### src/hdl/che_pkg.sv
package che_pkg;

  // dividend width of the shared divider: covers the blend numerator magnitude
  localparam int unsigned DIV_W = 35;
  localparam int unsigned DVSR_W = 11;
  localparam int unsigned N_TABLES = 4;
  localparam int unsigned KEY_W = 64;
  localparam int unsigned N_REGS = 7;

  typedef logic signed [15:0] entry_t;
  typedef logic [KEY_W-1:0] key_t;

  typedef enum logic {
    OP_UPDATE = 1'b0,
    OP_ADJUST = 1'b1
  } op_e;

  // register index, byte address is four times this
  typedef enum logic [2:0] {
    REG_GRAIN          = 3'd0,
    REG_WEIGHT_SCALE   = 3'd1,
    REG_ENTRY_LIMIT    = 3'd2,
    REG_PAWN_WEIGHT    = 3'd3,
    REG_NONPAWN_WEIGHT = 3'd4,
    REG_MINOR_WEIGHT   = 3'd5,
    REG_MATE_BOUND     = 3'd6
  } reg_e;

  // handshake between the sequencer and a multi-cycle unit
  typedef struct packed {
    logic start;
    logic done;
  } unit_ctl_t;

endpackage

### src/hdl/che_keymod.sv
module che_keymod #(
  parameter int unsigned TE = 16384
) (
  input  logic                                   clk_i,
  input  logic                                   rst_ni,
  input  logic                                   start_i,
  input  che_pkg::key_t [che_pkg::N_TABLES-1:0]  keys_i,
  output logic                                   done_o,
  output logic [che_pkg::N_TABLES-1:0][$clog2(TE)-1:0] rem_o
);
  import che_pkg::*;

  localparam int unsigned RW = $clog2(TE);
  localparam logic [RW:0] TE_W = (RW+1)'(TE);
  localparam int unsigned BITS = 8;
  localparam int unsigned STEPS = KEY_W / BITS;

  key_t [N_TABLES-1:0] key_q;
  logic [N_TABLES-1:0][RW-1:0] rem_q, rem_d;
  logic [$clog2(STEPS)-1:0] cnt_q;
  logic busy_q, done_q;

  // eight bits of each key per cycle, msb first, remainder kept below TE
  always_comb begin
    logic [RW-1:0] r;
    logic [RW:0] t;
    for (int k = 0; k < N_TABLES; k++) begin
      r = rem_q[k];
      for (int j = 0; j < BITS; j++) begin
        t = {r, key_q[k][KEY_W-1-j]};
        if (t >= TE_W) begin
          t = t - TE_W;
        end
        r = t[RW-1:0];
      end
      rem_d[k] = r;
    end
  end

  always_ff @(posedge clk_i or negedge rst_ni) begin
    if (!rst_ni) begin
      busy_q <= 1'b0;
      done_q <= 1'b0;
      cnt_q  <= '0;
    end else begin
      done_q <= 1'b0;
      if (start_i) begin
        busy_q <= 1'b1;
        cnt_q  <= '0;
      end else if (busy_q) begin
        cnt_q <= cnt_q + 1'b1;
        if (cnt_q == ($clog2(STEPS))'(STEPS-1)) begin
          busy_q <= 1'b0;
          done_q <= 1'b1;
        end
      end
    end
  end

  always_ff @(posedge clk_i) begin
    if (start_i) begin
      key_q <= keys_i;
      rem_q <= '0;
    end else if (busy_q) begin
      for (int k = 0; k < N_TABLES; k++) begin
        key_q[k] <= key_q[k] << BITS;
      end
      rem_q <= rem_d;
    end
  end

  assign done_o = done_q;
  assign rem_o  = rem_q;

endmodule

### config.mk
export PLATFORM = sky130hd
export DESIGN_NAME = che_keymod
export DESIGN_NICKNAME = d
export VERILOG_FILES = /design/src/hdl/che_pkg.sv /design/src/hdl/che_keymod.sv
export SDC_FILE = /design/constraint.sdc
export NUM_CORES = 1
export LEC_CHECK = 0
export BUFFER_PORTS_ARGS = -buffer_cell sky130_fd_sc_hd__buf_2
export CORE_AREA = 2 2 168 170
export CTS_CLUSTER_SIZE = 12
export DETAILED_ROUTE_END_ITERATION = 8
export DIE_AREA = 0 0 170 172
export GPL_TIMING_DRIVEN = 0
export PLACE_DENSITY = 0.75
export SYNTH_ARGS = -nofsm -noshare
export SYNTH_HDL_FRONTEND = slang
export SYNTH_SLANG_ARGS = --single-unit
### constraint.sdc
create_clock -name clk_i -period 4.01 [get_ports clk_i]
set_input_delay 0.401 -clock clk_i [delete_from_list [all_inputs] [get_ports clk_i]]
set_output_delay 0.401 -clock clk_i [all_outputs]
set_load 0.005 [all_outputs]
* Word level (Yosys, flattened, before mapping)
Index checks and enable logic that the tools add are counted.
** Word-level totals
- Bits in registers :: 317
- Bits of input ports :: 259
- Output and inout bits :: 57
** Cells by class
- Add/sub/neg operators :: 33
- $lt $le $gt $ge :: 32
- Equality and inequality tests :: 1
- Mux-type cells :: 42
- Reduce and logical (&&, ||, !) cells :: 1
** Operator list (number)
- $mux 256 :: 2
- $ge 15x15->1 const B :: 32
- $mux 14 :: 32
- $sub 14x1->14 const B :: 32
- $mux 1 :: 6
- $mux 3 :: 2
- $add 3x1->3 const B :: 1
- $eq 3x3->1 const B :: 1
- $reduce_bool 2->1 :: 1

* Longest topological paths before layout
- Depth after elaboration :: 16
- Mapped depth :: 4
- Depth with buffers taken out :: 4

* Least setup slack after synthesis
OpenSTA, ideal clock, no wires.
- Kind :: register to register
- Start :: register busy_q
- End :: register key_q[0] in the netlist's numbering (enable)
- Setup time :: 0.511 ns
- Arrival :: 3.775 ns
- Required time :: 3.499 ns
- Setup slack :: -0.276 ns
- Cell stages (with the launch flop) :: 4
- Buffers on the path :: 2
- Clock period less this slack :: 4.286 ns
- Path through :: dfrtp_1 > buf_2 > buf_4 > or2_2
** Between the ends
- Cells in the longest elaborated chain, start to end :: 1
** Ends and longest elaborated chain
- start, declared :: RTL line che_keymod.sv:21 : logic busy_q, done_q;
- start signal, assigned :: RTL line che_keymod.sv:42 : busy_q <= 1'b0;
- start signal, assigned :: RTL line che_keymod.sv:48 : busy_q <= 1'b1;
- start signal, assigned :: RTL line che_keymod.sv:53 : busy_q <= 1'b0;
- $reduce_bool 2->1 (no line)
- end signal, assigned :: RTL line che_keymod.sv:62 : key_q <= keys_i;
- end signal, assigned by index :: RTL line che_keymod.sv:66 : key_q[k] <= key_q[k] << BITS;
- end, declared :: RTL line che_keymod.sv:18 : key_t [N_TABLES-1:0] key_q;
No other way between the ends.
A chain may end at the register's enable or synchronous reset.

* Worst setup path in the final report
- Start :: register busy_q
- End :: register key_q[134] in the netlist's numbering (enable)
Same word-level chain as after synthesis.

==> results by stage <==
Power:
- Power spread over the standard cell area amounts to 477.8 mW/mm².
- The switching power of the nets is 0.001533 W.
- The overall power after layout is 0.007747 W.
- The clock power share is 0.408.
- Of the total power, the share spent switching nets is 0.1979.
- Of the total power, combinational logic draws 0.078.
- Cell internal power was estimated by the tool at 0.006214 W.
- The part of the power in registers is 0.514.
- The peak supply drop is 0.3009 mV.
- The analysis attributes to cell leakage a power of 7.166 nW.

Critical path:
- The worst endpoint data arrival time is 2.78 ns.
- The most repeated library cell on the critical path is buf_16.
- The endpoint type of the worst setup path is a register.
- The largest individual stage delay along the critical path comes from the cell or2_4.
- The largest single stage delay on the critical path is 0.49 ns.
- The element type at the critical path start is a register.
- At the worst endpoint, the required time is 4.19 ns.
- The maximum net fanout on the critical path is 67.
- The critical path goes through buf_2, buf_4, or2_4, buf_12, buf_16, buf_16.
- The critical path is of the register to register type.

Layout:
- Relative to the synthesized area, the layout overhead comes to 25.51%.
- Of the cells placed in the final design, the portion with a size suffix greater than 1 is 0.5680.
- The layout filler cell count is 2152.
- The finished layout holds 1478 standard cells, fillers aside.
- In the final design database the tool counted 1356 nets.

Drt:
- After detailed routing, the total wire length is 27440 µm.
- The number of nets with antenna violations after routing is 0.
- After detailed routing, the average wire length per cell comes to 18.57 µm.
- The residual DRC count is 0.
- In this run, the number of DRC markers left after iteration 0 of detailed routing was 370.
- For this run, the detailed router's first-pass iteration total came to 4.
- The via count of the routed design is 7208.
- In the routed layout, each cell is associated on average with a via count of 4.877.

Run status:
- The run finished with clean final reports.

Hold path:
- The worst min-delay path category is input port to register.

Clock tree:
- The number of hold buffers added after CTS was 1.
- The clock latency on the worst-skew pair is 0.50 ns.
- In this run the post-CTS setup repair buffer count came out at 0.
- The CTS buffer count is 35.
- The count of clock tree sinks is 317.
- The clock tree from TritonCTS is yes.
- The buffer levels on the longest clock path is 3.
- The number of H-tree levels is 2.
- After clock tree synthesis, the clock-pin slew on the worst setup and hold paths is 0.06 ns.
- The number of gates resized after CTS is 0.
- The root buffer cell chosen for the clock tree is clkbuf_16.

STA:
- The setup violation total in the final timing report is 0.
- Of the available clock period, the critical path in the final layout requires 0.6495.
- The worst-case clock skew is 0.01129 ns.
- Static timing analysis puts the maximum clock frequency at 384.0 MHz.
- The transition at the pin with the smallest max-transition slack is 0.5363 ns.
- The worst max-slew margin expressed relative to the limit is 0.6424.
- The max-slew violation count is 0.
- The smallest clock period supported by the final layout is computed as 2.604 ns.
- Setup repair after global routing left no endpoint under its margin.
- The number of failing hold endpoints at the final stage is 0.
- The aggregate negative setup slack is 0 ns.

Yosys:
- The number of nets in the synthesized netlist is 1000.
- Counting every instance in the synthesized netlist gives 739.
- The cell area after synthesis is 0.01292 mm².
- The register bit count reported by yosys is 317.
- In the post-synthesis netlist, the biggest area contributors are edfxtp_1 (60%), mux2_2 (19%), dfxtp_1 (8.7%).
- Of the synthesized area, sequential elements account for 0.6916.
- The cell type with the largest total area after synthesis is edfxtp_1.
- The synthesized design contains 256 enable-type register cells.
- The leading cell type by number of instances after synthesis is edfxtp_1.
- Of the post-synthesis cell area, the dominant cell type holds 0.5951.
- After synthesis, the share of flip-flops with an asynchronous set or reset is 0.01577.
- By count the netlist is led by edfxtp_1 (256), mux2_2 (223), nor2_1 (59), mux2i_1 (58), dfxtp_1 (56).
- The per-instance average area after synthesis is 17.48 µm².
- The most used flip-flop cell after synthesis is edfxtp_1.
- The number of distinct library cells after synthesis is 17.
- During synthesis, Yosys emitted a total of 0 warnings.

Die:
- The initial utilization of the core area, before any placement, comes to 0.4701.
- The number of standard-cell rows in the floorplan is 61.
- The die covers 0.02924 mm².
- 316 I/O pins were placed.
- The total core area is 0.02748 mm².
- The die is 172 µm tall.
- The floorplan step set the die width to 170 µm.

Place:
- The quantity of I/O buffers inserted on ports is 314.
- The HPWL after detailed placement is 19570 µm.
- Routability-driven placement finished with a final weighted congestion of 0.7766.
- The number of placed cells counting well taps is 1403.

Job:
- Across the run, the number of max-cap violations was 0.

GRT:
- The initial antenna violation count is 18.
- The number of global-route vias before repair was 7581.
- For this run the aggregate overflow at the end of global routing stands at 0.
- Entering global routing, the biggest net connects 68 pins.
- The first global-routing pass estimated 40960 µm of wire.
- Across every metal layer, demand over resource in global routing totals 0.1845.
[through the flow]
stage | worst slack, ns | cell area (µm²) | hold slack (ns) | utilization
finish | 1.406 | 16210 | 0.1806 | 0.5901
global route | 1.249 | 16210 | 0.1720 | 0.5901
CTS | 1.334 | 16180 | 0.1568 | 0.5888
detailed placement | 1.288 | 15030 | 0.2191 | 0.5469
global placement | 0.03115 | 14920 | 0.2187 | 0.5432
floorplan | 1.021 | 12920 | 0.1054 | -
[state kept, by name, indices dropped and copies added, names as in the netlist]
name and flops:
cnt_q 3, busy_q 1, key_q 256, done_o 1
rem_o 56
[power groups by stage]
stage | sequential [W] | clock [W] | combinational (W)
after floorplan | 0.00402 | 0 | 0.000368
after global placement | 0.00404 | 0 | 0.000586
after detailed placement | 0.00405 | 0 | 0.000602
after CTS | 0.00399 | 0.00324 | 0.000612
after global routing | 0.00401 | 0.00336 | 0.000669
final | 0.00398 | 0.00316 | 0.000604
[per-layer routing]
| layer | track usage | share of wire | vias up | wire [µm] |
|---|---|---|---|---|
| met5 | 0 | 0.00084 | - | 23 |
| met2 | 0.3214 | 0.51 | 217 | 13960 |
| li1 | - | - | 3497 | - |
| met3 | 0.04280 | 0.057 | 64 | 1556 |
| met1 | 0.2175 | 0.40 | 3426 | 10930 |
| met4 | 0.08733 | 0.035 | 4 | 974 |
[kinds of logic (layout without fill, tap and decap cells)]
kind of cell | after synthesis | count (layout) | synth area share
flops | 317 | 317 | 0.6916
xor+xnor | 1 | 1 | 0.0006782
simple gates | 93 | 93 | 0.03371
fa+ha+maj | 2 | 2 | 0.001937
other cells | 0 | 14 | 0
compound gates | 1 | 1 | 0.0005814
buf+inv | 43 | 422 | 0.03100
mux | 282 | 282 | 0.2405
[area by class of cell]
type                            count  area [µm²]  area share
Antenna cell                       14       35.03    0.002161
Inverter                            1       3.754   0.0002315
Multi-Input combinational cell    379        3586      0.2212
Clock inverter                      6       78.83    0.004862
Clock buffer                       54        1062     0.06552
Tap cell                          346       432.9     0.02670
Buffer                             42       396.6     0.02446
Sequential cell                   317        8934      0.5510
Timing Repair Buffer              319        1684      0.1039
[worst paths after layout]
check	slack, ns	startpoint	cells after the start	to
max	1.41	busy_q	6	key_q[134]
min	0.18	keys_i[198]	2	key_q[198]
max reg2reg	1.41	busy_q	6	key_q[134]
min reg2reg	0.48	key_q[185]	2	rem_o[29]
max in group asynchronous	3.64	rst_ni	2	done_o
min in group asynchronous	0.25	rst_ni	2	busy_q
[placed cells by master (no fill, tap or decap), drive strengths merged]
cell type / instances
a21o: 1
and2: 32
buf: 360
bufinv: 2
clkbuf: 54
clkinv: 4
dfrtp: 5
dfxtp: 56
diode: 14
dlygate4sd3: 1
edfxtp: 256
ha: 2
inv: 1
mux2: 224
mux2i: 58
nor2: 59
nor3b: 1
or2: 1
xnor2: 1
[worst max-delay path, delay by kind of cell (launching register included)]
family / cells / cell delay [ns]
simple gates: 1 / 0.49
buf+inv: 5 / 1.41
flops: 1 / 0.32
(Power assumes the default switching activity.)
