===== src/hdl/che_pkg.sv =====
package che_pkg;

  // dividend width of the shared divider: covers the blend numerator magnitude
  localparam int unsigned DIV_W = 35;
  localparam int unsigned DVSR_W = 11;
  localparam int unsigned N_TABLES = 4;
  localparam int unsigned KEY_W = 64;
  localparam int unsigned N_REGS = 7;

  typedef logic signed [15:0] entry_t;
  typedef logic [KEY_W-1:0] key_t;

  typedef enum logic {
    OP_UPDATE = 1'b0,
    OP_ADJUST = 1'b1
  } op_e;

  // register index, byte address is four times this
  typedef enum logic [2:0] {
    REG_GRAIN          = 3'd0,
    REG_WEIGHT_SCALE   = 3'd1,
    REG_ENTRY_LIMIT    = 3'd2,
    REG_PAWN_WEIGHT    = 3'd3,
    REG_NONPAWN_WEIGHT = 3'd4,
    REG_MINOR_WEIGHT   = 3'd5,
    REG_MATE_BOUND     = 3'd6
  } reg_e;

  // handshake between the sequencer and a multi-cycle unit
  typedef struct packed {
    logic start;
    logic done;
  } unit_ctl_t;

endpackage


===== src/hdl/che_div.sv =====
module che_div (
  input  logic                          clk_i,
  input  logic                          rst_ni,
  input  logic                          start_i,
  input  logic [che_pkg::DIV_W-1:0]     dividend_i,
  input  logic [che_pkg::DVSR_W-1:0]    divisor_i,
  output logic                          done_o,
  output logic [che_pkg::DIV_W-1:0]     quotient_o
);
  import che_pkg::*;

  localparam int unsigned CW = $clog2(DIV_W + 1);

  logic [DIV_W-1:0] quo_q;
  logic [DVSR_W-1:0] rem_q, dvsr_q;
  logic [CW-1:0] cnt_q;
  logic busy_q, done_q;
  logic [DVSR_W:0] trial;
  logic fits;

  // restoring, one quotient bit per cycle
  assign trial = {rem_q, quo_q[DIV_W-1]};
  assign fits  = trial >= {1'b0, dvsr_q};

  always_ff @(posedge clk_i or negedge rst_ni) begin
    if (!rst_ni) begin
      busy_q <= 1'b0;
      done_q <= 1'b0;
      cnt_q  <= '0;
    end else begin
      done_q <= 1'b0;
      if (start_i) begin
        busy_q <= 1'b1;
        cnt_q  <= '0;
      end else if (busy_q) begin
        cnt_q <= cnt_q + 1'b1;
        if (cnt_q == CW'(DIV_W - 1)) begin
          busy_q <= 1'b0;
          done_q <= 1'b1;
        end
      end
    end
  end

  always_ff @(posedge clk_i) begin
    if (start_i) begin
      quo_q  <= dividend_i;
      rem_q  <= '0;
      dvsr_q <= divisor_i;
    end else if (busy_q) begin
      rem_q <= fits ? DVSR_W'(trial - {1'b0, dvsr_q}) : trial[DVSR_W-1:0];
      quo_q <= {quo_q[DIV_W-2:0], fits};
    end
  end

  assign done_o     = done_q;
  assign quotient_o = quo_q;

endmodule


===== config.mk =====
export PLATFORM = sky130hd
export DESIGN_NAME = che_div
export DESIGN_NICKNAME = d
export VERILOG_FILES = /design/src/hdl/che_pkg.sv /design/src/hdl/che_div.sv
export SDC_FILE = /design/constraint.sdc
export NUM_CORES = 1
export LEC_CHECK = 0
export CAP_MARGIN = 20
export CORE_UTILIZATION = 49
export DETAILED_ROUTE_END_ITERATION = 8
export DONT_BUFFER_PORTS = 1
export PLACE_DENSITY = 0.61
export SYNTH_ARGS = -nofsm -noshare
export SYNTH_HDL_FRONTEND = slang
export SYNTH_SLANG_ARGS = --single-unit
export TNS_END_PERCENT = 20

===== constraint.sdc =====
create_clock -name clk_i -period 2.95 [get_ports clk_i]
set_input_delay 0.1475 -clock clk_i [delete_from_list [all_inputs] [get_ports clk_i]]
set_output_delay 0.1475 -clock clk_i [all_outputs]
set_load 0.1 [all_outputs]

# ---- Word-level counts from Yosys, hierarchy flattened
# Cells that the tools add are included.
dict set report op_classes {
  addsub 2
  magnitude_cmp 1
  eq_ne 1
  n_mux 11
  reduce_logical 1
}
# cell n
set ops {}
lappend ops {{two-way mux 35 bit} 2}
lappend ops {{>= comparator 12 x 11 -> 1 bit} 1}
lappend ops {{two-way mux 6 bit} 2}
lappend ops {{two-way mux 11 bit} 1}
lappend ops {{subtractor 11 bit} 1}
lappend ops {{adder 6 x 1 -> 6 bit (second input constant)} 1}
lappend ops {{equality test 6 bit (second input constant)} 1}
lappend ops {{two-way mux 1 bit} 6}
lappend ops {{nonzero test 2 bit} 1}
dict set report word_totals {
  register_bits 65
  wordCells 22
}

# ---- Depth between registers and ports, before layout
dict set report depth {
  ltp_word 4
  depth_mapped 10
  ltp_nobuf 9
}

# ---- Least setup slack after synthesis
# OpenSTA, ideal clock, no wires.
dict set report synth_path {
  path_kind {register to register}
  startpoint {reg quo_q[34] (netlist: quotient_o[34])}
  endpoint {reg rem_q[0]}
  arrival_ps 2837
  slack_ps 34
  stages_incl_launch_ff 10
  path_buffers 0
  path_cell_list {edfxtp_1 inv_1 ha_1 fa_1 nor2b_1 o31a_1 o21ai_2 o21ai_4 mux2_4 a211oi_2}
}
dict set report synth_between {
  elab_chain_cells 2
}
# element line
set synth_lines {}
lappend synth_lines {{from (decl)} che_div.sv:14} ;# logic [DIV_W-1:0] quo_q;
lappend synth_lines {{from (signal assigned)} che_div.sv:47} ;# quo_q <= dividend_i;
lappend synth_lines {{from (signal assigned)} che_div.sv:52} ;# quo_q <= {quo_q[DIV_W-2:0], fits};
lappend synth_lines {{subtractor 11 bit / >= comparator 12 x 11 -> 1 bit (equally long branches)} {che_div.sv:51, che_div.sv:23}}
lappend synth_lines {{two-way mux 11 bit (*)} che_div.sv:51} ;# rem_q <= fits ? DVSR_W'(trial - {1'b0, dvsr_q}) : trial[DVSR_W-1:0];
lappend synth_lines {{to (signal assigned)} che_div.sv:51}
lappend synth_lines {{to (decl)} che_div.sv:15} ;# logic [DVSR_W-1:0] rem_q, dvsr_q;
# Mark *: on every way between the ends. The rest lies on a longest branch, timed or not.
# A chain may end at the register's enable or synchronous reset.

# ---- Worst setup path after layout
dict set report layout_path {
  startpoint {reg quo_q[34] (netlist: quotient_o[34])}
  endpoint {reg rem_q[3]}
}
# The elaborated chain is that of the path after synthesis.

==> impl_metrics.env <==
export IMPL_die_area_um2=7040
export IMPL_synth_async_reset_ratio=0.123
export IMPL_crit_family="compound AO/OA/AOI/OAI gates"
export IMPL_post_layout_power_mw=3.25
export IMPL_timing_final_setup_violations=0
export IMPL_wl_per_cell_um=16.6
export IMPL_diodes=0
export IMPL_die_w_um=83.9
export IMPL_grt_antenna_before_repair=0
export IMPL_dpl_hpwl_mm=3.88
export IMPL_final_setup_tns_ns=0
export IMPL_clk_network_pwr_share=0.203
export IMPL_layout_nets=338
export IMPL_syn_inst=257
export IMPL_post_drt_via_cell_ratio=5.60
export IMPL_routed_via_count=2000
export IMPL_synth_enable_flop_cells=46
export IMPL_overflow=0
export IMPL_synthesis_area_um2=3290
export IMPL_cts_num_sinks=65
export IMPL_htree_levels=3
export IMPL_net_switching_power_mw=1.34
export IMPL_yosys_register_bits=65
export IMPL_use_met2=0.289
export IMPL_cts_repair_resized=0
export IMPL_drt_iter0_drc=85
export IMPL_seq_power_share=0.507
export IMPL_core_area_um2=6420
export IMPL_post_route_min_period_ns=2.52
export IMPL_cts_buffers_inserted=9
export IMPL_cp_slowest_cell="sky130_fd_sc_hd__fa_1"
export IMPL_first_global_vias=2066
export IMPL_gr_max_usage_layer="met2"
export IMPL_cp_num_buf_inv=2
export IMPL_firstDrtPassIters=6
export IMPL_critical_path_startpoint_type="register"
export IMPL_synth_cell_type_count=47
export IMPL_clk_transition_reported_paths_ns=0.08
export IMPL_worst_case_vdd_ir_drop_v=0.000499
export IMPL_grt_pass1_wl_mm=9.74
export IMPL_layout_cells_most_common="sky130_fd_sc_hd__edfxtp_1"
export IMPL_design_portCount=85
export IMPL_run_status="finished, violations left"
export IMPL_cellPowerDensity_nw_per_um2=885
export IMPL_floorplan_die_height_um=83.9
export IMPL_timing_critical_path_cells="inv_1, ha_1, fa_1, nor2b_1, o31a_1, o21ai_2, o21ai_4, buf_4, mux2i_1, a211oi_1"
export IMPL_clock_latency_at_the_later_pin_of_the_worst_skew_pair_ns=0.34
export IMPL_unrepaired_setup_endpoints_after_global_routing="no"
export IMPL_power_combinational_fraction=0.290
export IMPL_transition_time_at_the_pin_with_the_least_slew_margin_ns=0.947
export IMPL_final_antenna_net_count=0
export IMPL_fmax_ghz=0.397
export IMPL_floorplan_initialDensity=0.512
export IMPL_routabilityCongestion=0.726
export IMPL_cp_data_arrival_time_ns=2.70
export IMPL_tritoncts="done"
export IMPL_seq_area_frac_synth=0.548
export IMPL_final_max_slew_viol_count=0
export IMPL_worst_setup_path_end_kind="register"
export IMPL_ys_warnings_count=0
export IMPL_area_growth_synth_to_finish_pct=11.8
export IMPL_sw_ratio=0.411
export IMPL_post_route_drc_count=4
export IMPL_placementRows=29
export IMPL_dominantRegCellSynth="sky130_fd_sc_hd__edfxtp_1"
export IMPL_mostFrequentLayoutCells="sky130_fd_sc_hd__edfxtp_1 (46), sky130_fd_sc_hd__mux2_2 (35), sky130_fd_sc_hd__nor2_1 (23)"
export IMPL_global_route_usage_met1=0.220
export IMPL_grtUsageTotal=0.182
export IMPL_worst_endpoint_required_ns=3.13
export IMPL_finClkSkew_ns=0.0100
export IMPL_hold_viol_final=0
export IMPL_clockBufferDepth=2
export IMPL_cellInternalPower_mw=1.92
export IMPL_globalRouteMet3Util=0.0593
export IMPL_postPlaceCellArea_um2=3350
export IMPL_timing_slew_headroom=0.369
export IMPL_total_leakage_power_nw=1.44
export IMPL_reg2reg_depth=10
export IMPL_failed_checks="DRC"
export IMPL_avg_cell_area_syn_um2=12.8
export IMPL_syn_nets=320
export IMPL_cp_num_cells=10
export IMPL_worst_hold_path_type="in2reg"
export IMPL_pin_count_of_the_biggest_net_entering_global_routing=41
export IMPL_crit_path_max_incr_delay_ns=0.41
export IMPL_critical_path_fanout_max=9
export IMPL_post_route_cells_drive_above_1_share=0.214
export IMPL_max_capacitance_violation_total=0
export IMPL_place_port_buffers=0
export IMPL_drt_total_wl_mm=5.91
export IMPL_post_route_period_util=0.855
export IMPL_clock_root_buffer="sky130_fd_sc_hd__clkbuf_8"
export IMPL_design_area_um2=3680
export IMPL_hold_depth=1
export IMPL_worstSetupPathType="reg2reg"
-- sequential cells by signal, summed over array words and instances, names as in the netlist --
register    count
done_o          1
busy_q          1
rem_q          11
quotient_o     35
dvsr_q         11
cnt_q           6
-- cell type report --
type                            count  area (um^2)
Multi-Input combinational cell    166         1370
Sequential cell                    65         1800
Inverter                           15         56.3
Fill cell                         545         2750
Tap cell                           77         96.3
Timing Repair Buffer               18          180
Clock inverter                      5         31.3
Clock buffer                       11          141
-- cell usage after synthesis (2+ instances only) --
cell                       number  area, um^2
sky130_fd_sc_hd__a211oi_1       8        60.1
sky130_fd_sc_hd__a21oi_1        6        30.0
sky130_fd_sc_hd__a311oi_1       2        17.5
sky130_fd_sc_hd__and2_1         2        12.5
sky130_fd_sc_hd__and3_1         2        12.5
sky130_fd_sc_hd__clkbuf_1       8        30.0
sky130_fd_sc_hd__dfrtp_1        8         200
sky130_fd_sc_hd__dfxtp_1       11         220
sky130_fd_sc_hd__edfxtp_1      46        1380
sky130_fd_sc_hd__ha_1          13         163
sky130_fd_sc_hd__inv_1         15        56.3
sky130_fd_sc_hd__mux2_2        35         394
sky130_fd_sc_hd__mux2i_1        6        60.1
sky130_fd_sc_hd__nand2_1        9        33.8
sky130_fd_sc_hd__nand2b_1       4        25.0
sky130_fd_sc_hd__nand4_1        3        18.8
sky130_fd_sc_hd__nor2_1        23        86.3
sky130_fd_sc_hd__nor2b_1        2        12.5
sky130_fd_sc_hd__nor3_1         2        10.0
sky130_fd_sc_hd__nor4bb_1       3        30.0
sky130_fd_sc_hd__o211ai_1       4        30.0
sky130_fd_sc_hd__o21a_1         2        15.0
sky130_fd_sc_hd__o21ai_0        8        40.0
sky130_fd_sc_hd__o22ai_1        2        12.5
sky130_fd_sc_hd__o31a_1         2        17.5
sky130_fd_sc_hd__o31ai_1        2        15.0
sky130_fd_sc_hd__or3_1          2        12.5
sky130_fd_sc_hd__xnor2_1        6        52.6
sky130_fd_sc_hd__xor2_1         3        26.3
-- routing by layer --
layer  part of all wire  wire length (um)  vias to the layer above
met4              0.015                86                        0
met3              0.062               368                        8
met5                  0                 0                        -
met1               0.46              2700                      952
met2               0.47              2760                       52
li1                   -                 -                      988
-- what timing repair did --
item	in CTS	in global routing
hold buffers	13	1
setup buffers	0	0
hold endpoints to repair	47	1
-- final timing paths --
path | slack (ns) | to | from
min reg2reg | 0.52 | rem_q[4]$_SDFFE_PP0P_ | rem_q[4]$_SDFFE_PP0P_
min | 0.02 | quotient_o[3]$_DFFE_PP_ | dividend_i[3]
max reg2reg | 0.43 | rem_q[3]$_SDFFE_PP0P_ | quotient_o[34]$_DFFE_PP_
max in group asynchronous | 2.54 | cnt_q[1]$_DFFE_PN0P_ | rst_ni
max | 0.43 | rem_q[3]$_SDFFE_PP0P_ | quotient_o[34]$_DFFE_PP_
min in group asynchronous | 0.15 | cnt_q[4]$_DFFE_PN0P_ | rst_ni
-- kinds of logic (layout without fill, tap and decap cells) --
kind of cell,Yosys count,in the layout,share of synthesized area
buffers and inverters,26,49,0.0354
and+or+nand+nor,60,60,0.0997
xor gates and xnor gates,9,9,0.0240
adders and majority gates,14,14,0.0556
AOI/OAI and AO/OA,41,41,0.0944
DFF,65,65,0.548
muxes,42,42,0.143
-- power by group through the flow --
stage	Combinational [mW]	Sequential [mW]	Clock (mW)
floorplan	0.807	1.65	0
global placement	0.899	1.67	0
detailed placement	0.909	1.67	0
CTS	0.943	1.65	0.682
global route	1.04	1.67	0.711
finish	0.944	1.65	0.661
-- per-stage QoR --
stage          hold slack, ns  std cells   util  worst slack, ns
3_3_place_gp           -0.148        327  0.522            0.524
5_1_grt               0.00357        357  0.572            0.286
3_5_place_dp           -0.148        327  0.522            0.475
6_report               0.0247        357  0.572            0.429
2_1_floorplan          -0.148        257      -           0.0335
4_1_cts              0.000170        356  0.571            0.436
Note: power is estimated with default switching activity, not from simulation.
